File: config.mk
export PLATFORM = sky130hd
export DESIGN_NAME = keypad_code_change_lock_core
export DESIGN_NICKNAME = d
export VERILOG_FILES = /design/src/design/kcc_lock_pkg.sv /design/src/design/keypad_code_change_lock_core.sv
export SDC_FILE = /design/constraint.sdc
export NUM_CORES = 1
export LEC_CHECK = 0
export ABC_AREA = 1
export BUFFER_PORTS_ARGS = -buffer_cell sky130_fd_sc_hd__buf_2
export CAP_MARGIN = 20
export CORE_ASPECT_RATIO = 1.4
export CORE_MARGIN = 2
export CORE_UTILIZATION = 46
export DETAILED_ROUTE_END_ITERATION = 10
export GPL_ROUTABILITY_DRIVEN = 0
export MAX_ROUTING_LAYER = met4
export SLEW_MARGIN = 5
export SYNTH_ARGS = -nofsm -noshare
export SYNTH_HDL_FRONTEND = slang
export SYNTH_SLANG_ARGS = --single-unit
export TNS_END_PERCENT = 10
File: constraint.sdc
create_clock -name clk -period 2.65 [get_ports clk]
set_input_delay 0.1325 -clock clk [delete_from_list [all_inputs] [get_ports clk]]
set_output_delay 0.1325 -clock clk [all_outputs]
set_load 0.01 [all_outputs]
File: src/design/kcc_lock_pkg.sv
// ----------------------------------------------------------------------------
// kcc_lock_pkg
// Shared types and constants for the keypad code-change lock.
// ----------------------------------------------------------------------------
package kcc_lock_pkg;

  localparam int CODE_LENGTH = 4;
  localparam int CODE_W      = 4 * CODE_LENGTH;
  localparam int CNT_W       = $clog2(CODE_LENGTH + 1);
  localparam int IDX_W       = (CODE_LENGTH > 1) ? $clog2(CODE_LENGTH) : 1;

  localparam logic [CNT_W-1:0] CNT_LAST = CNT_W'(CODE_LENGTH - 1);

  localparam logic [7:0] KEY_DIGIT_LO  = 8'h30;  // '0'
  localparam logic [7:0] KEY_DIGIT_HI  = 8'h39;  // '9'
  localparam logic [7:0] KEY_BACKSPACE = 8'h42;  // 'B'

  localparam logic [1:0] ACT_NONE  = 2'd0;
  localparam logic [1:0] ACT_MASK  = 2'd1;
  localparam logic [1:0] ACT_BLANK = 2'd2;

  localparam logic [2:0] ST_ENTERING    = 3'd0;
  localparam logic [2:0] ST_WRONG_OLD   = 3'd1;
  localparam logic [2:0] ST_NEW_REQ     = 3'd2;
  localparam logic [2:0] ST_CONFIRM_REQ = 3'd3;
  localparam logic [2:0] ST_UPDATED     = 3'd4;
  localparam logic [2:0] ST_MISMATCH    = 3'd5;

  localparam logic [1:0] PH_CODE_OLD     = 2'd0;
  localparam logic [1:0] PH_CODE_NEW     = 2'd1;
  localparam logic [1:0] PH_CODE_CONFIRM = 2'd2;

  typedef enum logic [2:0] {
    PH_OLD     = 3'b001,
    PH_NEW     = 3'b010,
    PH_CONFIRM = 3'b100
  } phase_t;

  typedef struct packed {
    logic [1:0] phase_now;
    logic [2:0] session_status;
    logic [1:0] echo_position;
    logic [1:0] echo_action;
  } result_t;

endpackage

File: src/design/keypad_code_change_lock_core.sv
// ----------------------------------------------------------------------------
// keypad_code_change_lock_core
// Runs an old-code / new-code / confirm session from a stream of key items.
// ----------------------------------------------------------------------------
// The key item is held in the input register and the result item in the
// result register; the session state is updated as an item moves between them.
// Throughput: one key item per cycle while the receiver takes result items;
// out_tready low holds the result register and stalls the input register.
// Reset (rst_n low, synchronous) empties both stages, returns the session
// to the old-code phase and sets the stored code to all zero digits.
module keypad_code_change_lock_core
  import kcc_lock_pkg::*;
(
  input  logic        clk,
  input  logic        rst_n,
  input  logic        in_tvalid,
  output logic        in_tready,
  input  logic [7:0]  in_tdata,   // [7:0] key_code
  output logic        out_tvalid,
  input  logic        out_tready,
  output logic [15:0] out_tdata   // [1:0] echo_action, [3:2] echo_position,
                                  // [6:4] session_status, [8:7] phase_now
);

  logic              in_v_r;
  logic [7:0]        key_r;
  logic              out_v_r;
  result_t           res_r;
  result_t           res_nxt;
  phase_t            phase_r, phase_nxt;
  logic [CNT_W-1:0]  cnt_r, cnt_nxt;
  logic [3:0]        digits_r [CODE_LENGTH];
  logic [CODE_W-1:0] pending_r;
  logic [CODE_W-1:0] stored_r, stored_nxt;

  logic              advance;
  logic              is_digit, is_back;
  logic [3:0]        digit_val;
  logic [CODE_W-1:0] code;
  logic [CNT_W+1:0]  cnt_ext, cnt_dec_ext;
  logic [CNT_W-1:0]  cnt_dec;
  logic [1:0]        phase_code;

  assign advance   = in_v_r && (!out_v_r || out_tready);
  assign in_tready = !in_v_r || advance;

  assign out_tvalid = out_v_r;
  assign out_tdata  = {7'd0, res_r};

  assign is_digit  = (key_r >= KEY_DIGIT_LO) && (key_r <= KEY_DIGIT_HI);
  assign is_back   = (key_r == KEY_BACKSPACE);
  assign digit_val = 4'(key_r - KEY_DIGIT_LO);
  assign cnt_dec   = cnt_r - CNT_W'(1);
  assign cnt_ext     = {2'b00, cnt_r};
  assign cnt_dec_ext = {2'b00, cnt_dec};

  // The entry with the incoming digit in place, first digit in the top nibble.
  always_comb begin
    for (int i = 0; i < CODE_LENGTH; i++) begin
      code[CODE_W-1-4*i -: 4] = (cnt_r == CNT_W'(i)) ? digit_val : digits_r[i];
    end
  end

  always_comb begin
    phase_nxt  = phase_r;
    cnt_nxt    = cnt_r;
    stored_nxt = stored_r;
    res_nxt    = '0;
    res_nxt.session_status = ST_ENTERING;
    if (is_digit) begin
      res_nxt.echo_action   = ACT_MASK;
      res_nxt.echo_position = cnt_ext[1:0];
      cnt_nxt               = cnt_r + CNT_W'(1);
      if (cnt_r == CNT_LAST) begin
        cnt_nxt = '0;
        unique case (phase_r)
          PH_NEW: begin
            phase_nxt              = PH_CONFIRM;
            res_nxt.session_status = ST_CONFIRM_REQ;
          end
          PH_CONFIRM: begin
            phase_nxt = PH_OLD;
            if (code == pending_r) begin
              stored_nxt             = code;
              res_nxt.session_status = ST_UPDATED;
            end else begin
              res_nxt.session_status = ST_MISMATCH;
            end
          end
          default: begin
            if (code == stored_r) begin
              phase_nxt              = PH_NEW;
              res_nxt.session_status = ST_NEW_REQ;
            end else begin
              phase_nxt              = PH_OLD;
              res_nxt.session_status = ST_WRONG_OLD;
            end
          end
        endcase
      end
    end else if (is_back && (cnt_r != '0)) begin
      cnt_nxt               = cnt_dec;
      res_nxt.echo_action   = ACT_BLANK;
      res_nxt.echo_position = cnt_dec_ext[1:0];
    end
    unique case (phase_nxt)
      PH_NEW:     phase_code = PH_CODE_NEW;
      PH_CONFIRM: phase_code = PH_CODE_CONFIRM;
      default:    phase_code = PH_CODE_OLD;
    endcase
    res_nxt.phase_now = phase_code;
  end

  always_ff @(posedge clk) begin
    if (!rst_n) begin
      in_v_r   <= 1'b0;
      out_v_r  <= 1'b0;
      phase_r  <= PH_OLD;
      cnt_r    <= '0;
      stored_r <= '0;
    end else begin
      if (in_tready) begin
        in_v_r <= in_tvalid;
      end
      if (advance) begin
        out_v_r  <= 1'b1;
        phase_r  <= phase_nxt;
        cnt_r    <= cnt_nxt;
        stored_r <= stored_nxt;
      end else if (out_tready) begin
        out_v_r <= 1'b0;
      end
    end
  end

  // Payload registers: the digit store is always rewritten before it is read.
  always_ff @(posedge clk) begin
    if (in_tready) begin
      key_r <= in_tdata;
    end
    if (advance) begin
      res_r <= res_nxt;
      if (is_digit) begin
        digits_r[cnt_r[IDX_W-1:0]] <= digit_val;
        if ((cnt_r == CNT_LAST) && (phase_r == PH_NEW)) begin
          pending_r <= code;
        end
      end
    end
  end

endmodule

==> metrics.yaml, run 1 <==
outcome: "finished, final reports clean"
cts.path.max_buffers: 2
finalHoldViolations: 0
tightest_slew_ns: 0.560
synth.area.top_cells: "edfxtp_1, nand2_1, dfxtp_1"
worstPathArrival_ns: 2.65
io_buffer_count: 22
maxCapViolations: 0
synth-seq-cells: 73
start_kind: "flip-flop"
rsz0062_at_grt: "false"
coreArea_mm2: 0.00815
seq_area_frac_synth_pct: 50.6
worst_clock_skew_ns: 0.00372
p_comb_share_pct: 3.8
setup-tns-final_ns: 0
antenna-diode-count: 0
total_power_mw: 2.61
dpl.hpwl_um: 5810
setup_violations: 0
r2r_slack_ns: 0.27
synth_top_area_share_pct: 38.1
clock.fmax_ghz: 0.420
critical_path.max_fanout: 16
ir_drop_mv: 0.493
cts_setup_buffers: 0
final_cells: 626
drc: 0
max-slew-margin-rel_pct: 62.6
drive_gt1_share_pct: 15.5
dp_slack_ns: 0.147
fin_hold_ws_ns: 0.0334
criticalPathCategory: "reg -> reg"
clkPwrFrac_pct: 48.4
dp.cells: 601
worstPathRequired_ns: 2.91
antenna_found_initial: 0
rows: 39
globalRouteMet2Util_pct: 32.6
start_util_pct: 47.3
yosys_warnings: 0
cts_max_level: 3
grt_first_pass_wirelength_um: 13400
ant_nets: 0
root_buffer: "clkbuf_16"
grt_usage_pct: 20.2
syn_avg_cell_area_um2: 8.00
die_width_um: 81.4
fin_crit_ns: 2.38
post_synth_num_cell_types: 30
finalMaxSlewViolations: 0
seq_power_share_pct: 47.9
die_h_um: 112
dieArea_mm2: 0.00914
cts.sinks: 73
syn2layout_area_growth_pct: 15.0
nets: 536
use_met3_pct: 4.82
drt_iter0_markers: 200
firstDrtPassIters: 4
path_clk_slew_ns: 0.05
wire_per_inst_um: 13.4
setup_slack_ns: 0.268
grt-busiest-layer: "met2"
via_per_inst: 4.90
synth_area_mm2: 0.00386
hold_class: "in -> reg"
cts_tree: "done"
met1_usage_pct: 23.5
io_pins: 30
fillCellCount: 769
clkLatencyLatePin_ns: 0.33
vias: 3069
syn_inst: 482
yosysTopAreaCell: "edfxtp_1"
power.internal_mw: 2.08
power.density_mw_per_mm2: 589
grt-ovfl-total: 0
power.switching_uw: 531
p_leak_nw: 2.07
cts_made_buffers: 9
netSwitchingFraction_pct: 20.3
fin_crit_sh_pct: 89.9
grt_max_degree: 33
cp-end-kind: "flip-flop"
grt_pass1_vias: 2861
wirelength_um: 8370
-- layout make-up --
class | count | area (um2) | share of cell area (%)
tap | 102 | 128 | 2.88
clock buffer | 9 | 225 | 5.08
clock inverter | 7 | 85.1 | 1.92
timing repair buffer | 35 | 228 | 5.14
multi-input combinational | 337 | 1580 | 35.6
sequential | 73 | 1950 | 44.0
inverter | 63 | 239 | 5.39
-- cells in the mapped netlist --
cell type    n
a22oi_1      1
buf_4       10
nor2_1      69
nand3_1     55
ha_1         5
nor3_2       1
o21ai_0      7
inv_2        2
or2_2        1
nand2_2     16
nand2_4      1
inv_4        1
nor3_1       1
edfxtp_1    49
nand4_1      1
nor2_2       3
a21oi_1      7
nor4_1       1
conb_1       1
buf_8        1
nor2_4       1
buf_6        3
buf_2        2
nand3b_1     1
nand3_4      1
inv_1       60
nand3_2     10
nand2_1    146
o22ai_1      1
dfxtp_1     24
-- critical path: stages, from the launching register on --
cell and delay, ns:
dfxtp_1 0.35, inv_1 0.17, ha_2 0.33, nand2_2 0.14
nand2_1 0.17, nand2_2 0.09, nand2_1 0.06, nand2_1 0.04
nor2_1 0.08, nand2_1 0.07, nor2_2 0.26, nand3_4 0.25
nand2_1 0.12, nand2_1 0.06, nor2_1 0.12
-- per-layer routing --
metal  vias to the layer above  wire (um)  part of all wire, %
met5                         -          0                    0
met4                         0        196                  2.3
met3                        14        323                  3.9
met2                        69       4290                   51
met1                      1389       3570                   43
li1                       1597          -                    -
-- kinds of logic (layout without fill, tap and decap cells) --
| logic type | after synthesis | in the layout | synth area share [%] |
|---|---|---|---|
| adder cells (fa/ha/maj) | 5 | 5 | 1.62 |
| flip-flops | 73 | 73 | 50.6 |
| buffers and inverters | 79 | 114 | 9.67 |
| AO/OA/AOI/OAI | 16 | 16 | 2.17 |
| AND/OR/NAND/NOR | 308 | 309 | 35.8 |
| other | 1 | 7 | 0.0972 |
-- metrics by stage --
| step | instance area, um2 | utilization, % |
|---|---|---|
| 2_1_floorplan | 3880 | - |
| 3_3_place_gp | 4020 | 49.3 |
| 3_5_place_dp | 4020 | 49.3 |
| 4_1_cts | 4410 | 54.1 |
| 5_1_grt | 4430 | 54.4 |
| 6_report | 4430 | 54.4 |
-- sequential cells by signal, summed over array words and instances, names as in the netlist --
signal and flops:
pending_r 16, out_tdata 9, in_v_r 1, digits_r 16, stored_r 16, key_r 8, out_tvalid 1, cnt_r 3
phase_r 3
-- cells in the final DEF (no fill, tap or decap), types with 2 or more instances in the layout --
master         count
a21oi_1            7
buf_2             22
buf_4              5
bufinv_16          2
clkbuf_16          9
clkinv_1           2
clkinv_2           2
conb_1             7
dfxtp_1           24
dlygate4sd3_1      8
edfxtp_1          49
ha_1               3
ha_2               2
inv_1             60
inv_2              2
nand2_1          146
nand2_2           16
nand3_1           55
nand3_2           10
nand3_4            2
nor2_1            69
nor2_2             3
o21ai_0            7
-- worst paths after layout --
| check | cells past startpoint | endpoint | startpoint |
|---|---|---|---|
| min reg2reg | 2 | out_tvalid | out_tvalid |
| max reg2reg | 14 | stored_r[9] | cnt_r[0] |
| min | 3 | in_v_r | in_tvalid |
| max | 14 | stored_r[9] | cnt_r[0] |
-- power groups by stage --
stage	registers [mW]	clock network, mW	logic [mW]
after detailed placement	1.27	0	0.0890
after global placement	1.27	0	0.0887
after floorplan	1.27	0	0.0658
after CTS	1.25	1.28	0.0987
final	1.25	1.26	0.0988
after global routing	1.25	1.33	0.111
-- repair_timing --
action / CTS / global route
setup endpoints to repair: 0 / 19
hold buffers: 8 / 0
resized for setup: 0 / 3
hold endpoints to repair: 8 / 0
Note: power is estimated with default switching activity, not from simulation.
==> inputs of run 2 (changes only) <==
GPL_TIMING_DRIVEN = 0   (was not set)
SETUP_SLACK_MARGIN = 0.5   (was not set)
==> metrics.yaml, run 2 (synthesis gave the netlist of run 1 again) <==
fin_hold_ws_ns: 0.0429  # was 0.0334 ns
antenna-diode-count: 0  # unchanged
worst_clock_skew_ns: 0.00665  # was 0.00372 ns
criticalPathCategory: "reg -> reg"  # unchanged
dp.cells: 612  # was 601
io_pins: 30  # unchanged
root_buffer: "clkbuf_16"  # unchanged
finalHoldViolations: 0  # unchanged
grt_first_pass_wirelength_um: 14000  # was 13400 um
cts_made_buffers: 9  # unchanged
power.density_mw_per_mm2: 512  # was 589 mW/mm2
cts_tree: "done"  # unchanged
total_power_mw: 2.42  # was 2.61 mW
dpl.hpwl_um: 5880  # was 5810 um
coreArea_mm2: 0.00815  # unchanged
cts_max_level: 3  # unchanged
r2r_start: "cnt_r[1]"  # was cnt_r[0]
die_h_um: 112  # unchanged
antenna_found_initial: 0  # unchanged
worstPathRequired_ns: 2.87  # was 2.91 ns
fin_crit_sh_pct: 78.5  # was 89.9%
nets: 562  # was 536
start_util_pct: 47.3  # unchanged
fin_crit_ns: 2.08  # was 2.38 ns
clkLatencyLatePin_ns: 0.33  # about the same
maxCapViolations: 0  # unchanged
r2r_slack_ns: 0.57  # was 0.27 ns
power.internal_mw: 1.91  # was 2.08 mW
mostFrequentLayoutCells: "nand2_1, nor2_1, inv_1"  # unchanged
syn2layout_area_growth_pct: 22.7  # was 15.0%
wirelength_um: 8620  # was 8370 um
cts.path.max_buffers: 2  # unchanged
wire_per_inst_um: 13.2  # was 13.4 um
worstPathArrival_ns: 2.30  # was 2.65 ns
setup-tns-final_ns: 0  # unchanged
hold_start: "in_tvalid"  # unchanged
grt_pass1_vias: 3050  # was 2861
p_comb_share_pct: 5.5  # was 3.8%
die_width_um: 81.4  # unchanged
clkPwrFrac_pct: 43.3  # was 48.4%
cp-end-kind: "flip-flop"  # unchanged
vias: 3136  # was 3069
firstDrtPassIters: 4  # unchanged
clock.fmax_ghz: 0.481  # was 0.420 GHz
rows: 39  # unchanged
via_per_inst: 4.81  # was 4.90
finalMaxSlewViolations: 0  # unchanged
drt_iter0_markers: 147  # was 200
hold_class: "in -> reg"  # unchanged
drc: 0  # unchanged
p_leak_nw: 2.21  # was 2.07 nW
start_kind: "flip-flop"  # unchanged
ir_drop_mv: 0.436  # was 0.493 mV
grt_max_degree: 15  # was 33
dieArea_mm2: 0.00914  # unchanged
netSwitchingFraction_pct: 21.2  # was 20.3%
grt_usage_pct: 21.1  # was 20.2%
fillCellCount: 745  # was 769
ant_nets: 0  # unchanged
io_buffer_count: 22  # unchanged
rsz0062_at_grt: "true"  # was false
r2r_cells: 15  # was 14
final_common_cell: "nand2_1"  # unchanged
grt-ovfl-total: 0  # unchanged
critical_path.max_fanout: 10  # was 16
holdPathEnd: "in_v_r"  # unchanged
cts.sinks: 73  # unchanged
setup_violations: 0  # unchanged
power.switching_uw: 513  # was 531 uW
hold_depth: 3  # unchanged
path_clk_slew_ns: 0.05  # about the same
r2r_end: "stored_r[3]"  # was stored_r[9]
drive_gt1_share_pct: 22.7  # was 15.5%
final_cells: 652  # was 626
seq_power_share_pct: 51.2  # was 47.9%
outcome: "finished, final reports clean"  # unchanged
run 2: area by class of cell:
cell class / instances / area (um2) / area share [%]
Sequential cell: 73 / 1960 / 41.4
Multi-Input combinational cell: 336 / 1670 / 35.2
Timing Repair Buffer: 46 / 323 / 6.82
Inverter: 63 / 248 / 5.24
Clock buffer: 12 / 236 / 5.00
Buffer: 16 / 151 / 3.20
Tap cell: 102 / 128 / 2.70
Clock inverter: 4 / 20.0 / 0.423
run 2: how the worst max path moves through the flow:
stage / start / to / slack, ns
finish: cnt_r[1] / stored_r[3] / 0.57
global route: cnt_r[0] / stored_r[2] / 0.43
CTS: cnt_r[0] / out_tdata[8] / 0.49
detailed placement: key_r[1] / phase_r[2] / -0.16
global placement: key_r[1] / pending_r[10] / -0.12
floorplan: key_r[1] / pending_r[0] / 0.63
run 2: metrics by stage:
| step | instance area, um2 | setup slack [ns] | util [%] |
|---|---|---|---|
| 5_1_grt | 4730 | 0.433 | 58.1 |
| 6_report | 4730 | 0.571 | 58.1 |
| 4_1_cts | 4560 | 0.487 | 55.9 |
| 3_5_place_dp | 4120 | -0.164 | 50.6 |
| 2_1_floorplan | 3880 | 0.630 | - |
| 3_3_place_gp | 4120 | -0.120 | 50.6 |
run 2: repair_timing:
action | CTS | global route
hold endpoints to repair | 8 | 0
pin swaps | 2 | 4
setup endpoints to repair | 48 | 22
gates resized for setup | 11 | 31
hold buffers | 8 | 0
buffers inserted | 8 | 8
run 2: per-layer routing:
metal  track usage, %  share of wire, %  up-vias
met5                -                 0        -
met4             9.15               2.3        0
met3             3.86               3.2       19
met2             35.0                52       57
met1             24.5                43     1414
li1                 -                 -     1646
run 2: power by group through the flow:
stage          logic [mW]  clock network (mW)  registers, mW
6_report            0.134                1.05           1.24
5_1_grt             0.147                1.11           1.24
4_1_cts             0.125                1.07           1.24
3_5_place_dp       0.0968                   0           1.27
3_3_place_gp       0.0964                   0           1.27
2_1_floorplan      0.0659                   0           1.27
run 2: worst max-delay path, stage by stage, from the launching register on:
cell,delay (ns)
dfxtp_4,0.36
inv_4,0.09
ha_2,0.18
buf_6,0.14
nand2_4,0.10
nand2_2,0.10
nand2_2,0.07
nand2_1,0.06
nand2_1,0.05
nor2_1,0.08
nand2_1,0.09
nor2_4,0.17
nand3_4,0.14
buf_6,0.18
nor2_1,0.11
nor2_1,0.06
